## src/design/nbgs_pkg.sv

```systemverilog
package nbgs_pkg;

  // Default number of body slots.
  localparam int MaxBodiesDef = 16;

  // Field widths.
  localparam int POS_W      = 48;
  localparam int MU_W       = 32;
  localparam int DT_W       = 32;
  localparam int SOFT_W     = 32;
  localparam int CNT_W      = 5;
  localparam int IDX_PORT_W = 4;
  localparam int CFG_IDX_W  = 1;
  localparam int CFG_DATA_W = 32;

  // Internal arithmetic widths.
  localparam int ACC_W  = 64;   // acceleration sum, Q.32
  localparam int MAG_W  = 49;   // magnitude of a position difference
  localparam int SQ_W   = 50;   // truncated square, Q.16
  localparam int R2_W   = 52;   // softened squared distance, Q.16
  localparam int RT_W   = 26;   // square root, Q.8
  localparam int DEN_W  = 78;   // r2 * r, Q.24
  localparam int NUMB_W = 81;   // mu * |d| before the shift by 8
  localparam int NUM_W  = 89;   // dividend
  localparam int QUO_W  = 56;   // quotient bits below the cap
  localparam int TERM_W = 58;   // signed force term
  localparam int DTT_W  = 50;   // signed value times dt

  // Request codes.
  localparam logic REQ_LOAD = 1'b0;
  localparam logic REQ_STEP = 1'b1;

  // Register indexes.
  localparam logic [CFG_IDX_W-1:0] REG_BODY_COUNT   = 1'b0;
  localparam logic [CFG_IDX_W-1:0] REG_SOFTENING_SQ = 1'b1;

  // Reset values of the registers.
  localparam logic [CNT_W-1:0]  BODY_COUNT_RST = 5'd2;
  localparam logic [SOFT_W-1:0] SOFT_RST       = 32'd1;

  typedef struct packed {
    logic signed [POS_W-1:0] pos_x;
    logic signed [POS_W-1:0] pos_y;
    logic signed [POS_W-1:0] vel_x;
    logic signed [POS_W-1:0] vel_y;
    logic        [MU_W-1:0]  mu;
    logic signed [ACC_W-1:0] acc_x;
    logic signed [ACC_W-1:0] acc_y;
  } body_t;

endpackage

```

## src/design/nbgs_cell.sv

```systemverilog
module nbgs_cell import nbgs_pkg::*; (
  input  logic  clk_i,
  input  logic  ld_i,
  input  body_t ld_data_i,
  input  logic  sh_i,
  input  body_t nxt_i,
  output body_t body_o
);

  body_t body_q, body_d;

  // A load writes the slot; a shift takes the neighbor's body.
  always_comb begin
    body_d = body_q;
    if (ld_i) begin
      body_d = ld_data_i;
    end else if (sh_i) begin
      body_d = nxt_i;
    end
  end

  always_ff @(posedge clk_i) begin
    body_q <= body_d;
  end

  assign body_o = body_q;

endmodule

```

## config.mk

```make
export PLATFORM = sky130hd
export DESIGN_NAME = nbgs_cell
export DESIGN_NICKNAME = d
export VERILOG_FILES = /design/src/design/nbgs_pkg.sv /design/src/design/nbgs_cell.sv
export SDC_FILE = /design/constraint.sdc
export NUM_CORES = 1
export LEC_CHECK = 0
export BUFFER_PORTS_ARGS = -buffer_cell sky130_fd_sc_hd__buf_2
export CORE_AREA = 5 5 405 407
export DETAILED_ROUTE_END_ITERATION = 16
export DIE_AREA = 0 0 410 412
export GPL_TIMING_DRIVEN = 1
export RECOVER_POWER = 100
export REMOVE_ABC_BUFFERS = 1
export SETUP_SLACK_MARGIN = 0.4
export SYNTH_ARGS = -nofsm -noshare
export SYNTH_HDL_FRONTEND = slang
export SYNTH_SLANG_ARGS = --single-unit
```

## constraint.sdc

```tcl
create_clock -name clk_i -period 6.55 [get_ports clk_i]
set_clock_uncertainty 0.05 [all_clocks]
set_input_delay 0.9825 -clock clk_i [delete_from_list [all_inputs] [get_ports clk_i]]
set_output_delay 0.9825 -clock clk_i [all_outputs]
set_load 0.01 [all_outputs]
```

==> Word-level counts from Yosys, hierarchy flattened <==
Index checks and enable logic that the tools add are counted.
{ "word_totals": {"in_bits": 707, "ff_bits": 352, "output_inout_bits": 352} }
{ "classes": {"n_mux": 2, "n_reduce_logical": 1} }
{ "ops": {"columns": ["cell", "n"], "rows": [
  ["352-bit 2-to-1 mux", 2],
  ["2-bit nonzero test", 1]
]} }

==> Depth between registers and ports, before layout <==
{ "depth": {"depth_word": 2, "mapped_depth": 4} }

==> Least setup slack after synthesis <==
No wires, ideal clock.
{ "synth_path": {"path_type": "input to register", "from": "in ld_i", "to": "reg body_q, in the netlist body_o[0] (enable)", "path_stages": 4, "path_slack_ns": 0.265, "t_arrival_ns": 5.666, "cell_sequence": "buf_4 -> buf_6 -> buf_6 -> or2_2"} }
{ "synth_via": {"elab_chain_cells": 1} }
{ "synth_rtl": {"columns": ["item", "line_no", "rtl"], "rows": [
  ["start, declared", "nbgs_cell.sv:3", "input logic ld_i,"],
  ["2-bit nonzero test (no line)", null, null],
  ["end signal, assigned", "nbgs_cell.sv:23", "body_q <= body_d;"],
  ["end, declared", "nbgs_cell.sv:10", "body_t body_q, body_d;"]
]} }
Every way passes these cells.
A chain may end at the register's enable or synchronous reset.

==> Worst setup path after layout <==
{ "layout_path": {"from": "in ld_i", "to": "reg body_q, in the netlist body_o[111] (enable)"} }
Same word-level chain as after synthesis.

==> reports/metrics.csv <==
stage,metric,value,unit
synthesis,yosysTopAreaCell,edfxtp_1,
synthesis,ys_ff_latch,352,
route,drcViolationCount,0,
clocking,clkSlewWorstSetupHoldPaths,0.06,ns
sta,setup_viol,0,
pwr,pwr-share-seq,0.444,
setup_path,startpoint_type,primary input,
synthesis,ys_warn_count,0,
setup_path,path_buf_inv,2,
clocking,cts.sinks,352,
setup_path,slowest_delay,1.87,ns
setup_path,cp_max_fo,103,
global_routing,grtUsageTotal,0.121,
route,post_drt_via_cell_ratio,3.15,
clocking,cts_buffers,45,
worst_hold_path,worstHoldPathType,primary input to flip-flop,
finish,synthToLayoutAreaGrowth,52.8,%
floorplanning,core-area,160000,um2
sta,period_minus_slack,4.22,ns
floorplanning,start_util,0.0969,
floorplanning,num_io_pins,1059,
setup_path,crit_type,primary input to flip-flop,
sta,tightest_slew,3.06,ns
route,drt-total-wl,109,mm
clocking,clockBufferDepth,3,
setup_path,end_kind,flip-flop,
synthesis,synth_top_cell_area_share,0.682,
synthesis,synth.avg_cell_area,20.8,um2
setup_path,arrival,4.34,ns
pwr,pwr_density_cell,273,nW/um2
outcome,violations,"max-capacitance violations, max-slew violations",
sta,relSlewSlack,-1.04,
place,gp_congestion,0.958,
setup_path,critPathTopFamily,buffers and inverters,
setup_path,crit_path_top_delay_cell,clkbuf_2,
route,drt_iter0_markers,1012,
place,portBuffers,1058,
clocking,postCtsHoldBufs,0,
clocking,cts_tree,yes,
global_routing,antenna_found_initial,169,
floorplanning,row_count,147,
synthesis,ys_seq_area_frac,0.682,
sta,final_max_slew_viol_count,548,
floorplanning,dieArea,169000,um2
setup_path,crit_chain,buf_8 -> or2_4 -> clkbuf_2,
global_routing,grt_overflow,0,
clocking,post_cts_buffers,0,
synthesis,netlist_instances,744,
global_routing,grt_pass1_vias,12407,
synthesis,yosysUniqueCellTypes,7,
clocking,cts-root-buf,clkbuf_16,
clocking,ctsResizeCount,0,
pwr,ir_worst_vdd,0.151,mV
sta,tns,0,ns
pwr,swShare,0.275,
finish,final_cells,3972,
synthesis,syn_area,15500,um2
floorplanning,die_h,412,um
global_routing,grt_max_degree,114,
finish,nets,2525,
flow_run,drv_cap,6,
pwr,leakage,8.98,nW
route,drt-wirelength-per-cell,27.5,um
sta,fmax,237,MHz
pwr,p_switching,1.78,mW
clocking,htree_levels,2,
floorplanning,die_w,410,um
pwr,pwr-share-comb,0.150,
global_routing,grt_first_pass_wirelength,133,mm
finish,drive_gt1_frac,0.517,
synthesis,ys_top_cells_by_area,"edfxtp_1 (68%), mux2_4 (16%), mux2_2 (13%)",
setup_path,cp.required,6.66,ns
sta,rsz0062_at_grt,false,
route,ant_nets,0,
pwr,internal_power,4.68,mW
route,vias,12493,
pwr,p_clk_frac,0.406,
finish,largest_reg_flops,352,
place,dpl.cell_count,3857,
sta,period_share,0.645,
route,drt_pre_antenna_iters,5,
sta,finalHoldViolations,0,
outcome,status,"complete, but fails checks",
place,place_hpwl,96.1,mm
[per-stage QoR]
step | worst slack (ns) | power, mW | hold WS (ns) | cell area, um2 | util
floorplan | 0.722 | 3.29 | 1.15 | 15200 | -
global placement | 3.02 | 4.02 | 1.23 | 23200 | 0.145
detailed placement | 3.00 | 4.03 | 1.24 | 23200 | 0.145
CTS | 3.68 | 6.74 | 0.506 | 24700 | 0.155
global route | 2.10 | 6.74 | 0.526 | 23600 | 0.148
finish | 2.33 | 6.47 | 0.567 | 23700 | 0.148
[worst paths after layout]
path  cells past startpoint  startpoint                     to  slack [ns]
max                       3        ld_i  body_o[111]$_DFFE_PP_        2.33
min                       2  nxt_i[293]  body_o[293]$_DFFE_PP_        0.57
[logic make-up (layout without fill, tap and decap cells)]
| family | Yosys count | after routing | share of synthesized area |
|---|---|---|---|
| multiplexers | 352 | 352 | 0.297 |
| flip-flops | 352 | 352 | 0.682 |
| buffers and inverters | 39 | 1150 | 0.0204 |
| AND/OR/NAND/NOR | 1 | 1 | 0.000404 |
| other | 0 | 31 | 0 |
[cell usage in the layout, fill, tap and decap left out, types with 3 or more instances in the layout]
master / instances
clkbuf_2: 5
inv_6: 3
clkbuf_16: 45
clkbuf_1: 366
mux2_2: 175
clkinv_2: 7
clkinv_1: 6
mux2_4: 5
diode_2: 31
mux2_1: 172
edfxtp_1: 352
bufinv_16: 6
buf_2: 705
[synthesized netlist by cell type]
cell      instances
edfxtp_1        352
mux2_4          169
buf_4             1
buf_2            19
buf_6            19
or2_2             1
mux2_2          183
[per-layer routing]
metal / global-route usage / vias up / wire length [um] / share of wire
met1: 0.140 / 6016 / 39900 / 0.37
met4: 0.0288 / 30 / 4250 / 0.039
met2: 0.200 / 996 / 49800 / 0.46
met5: 0 / - / 190 / 0.0017
li1: - / 5139 / - / -
met3: 0.0624 / 312 / 15200 / 0.14
[layout make-up]
class / instances / area, um2
repair buffers: 1066 / 4900
well taps: 2086 / 2610
multi-input cells: 353 / 3990
clock inverters: 27 / 350
flip-flops and latches: 352 / 10600
diodes: 31 / 77.6
fillers: 18106 / 136000
clock buffers: 57 / 1170
[power groups by stage]
stage	Sequential, mW	Combinational [mW]	Clock [mW]
detailed placement	2.90	1.14	0
global route	2.89	1.05	2.80
CTS	2.86	1.14	2.75
floorplan	3.04	0.258	0
global placement	2.90	1.13	0
finish	2.87	0.972	2.62
Power figures use the tool's default switching activity.
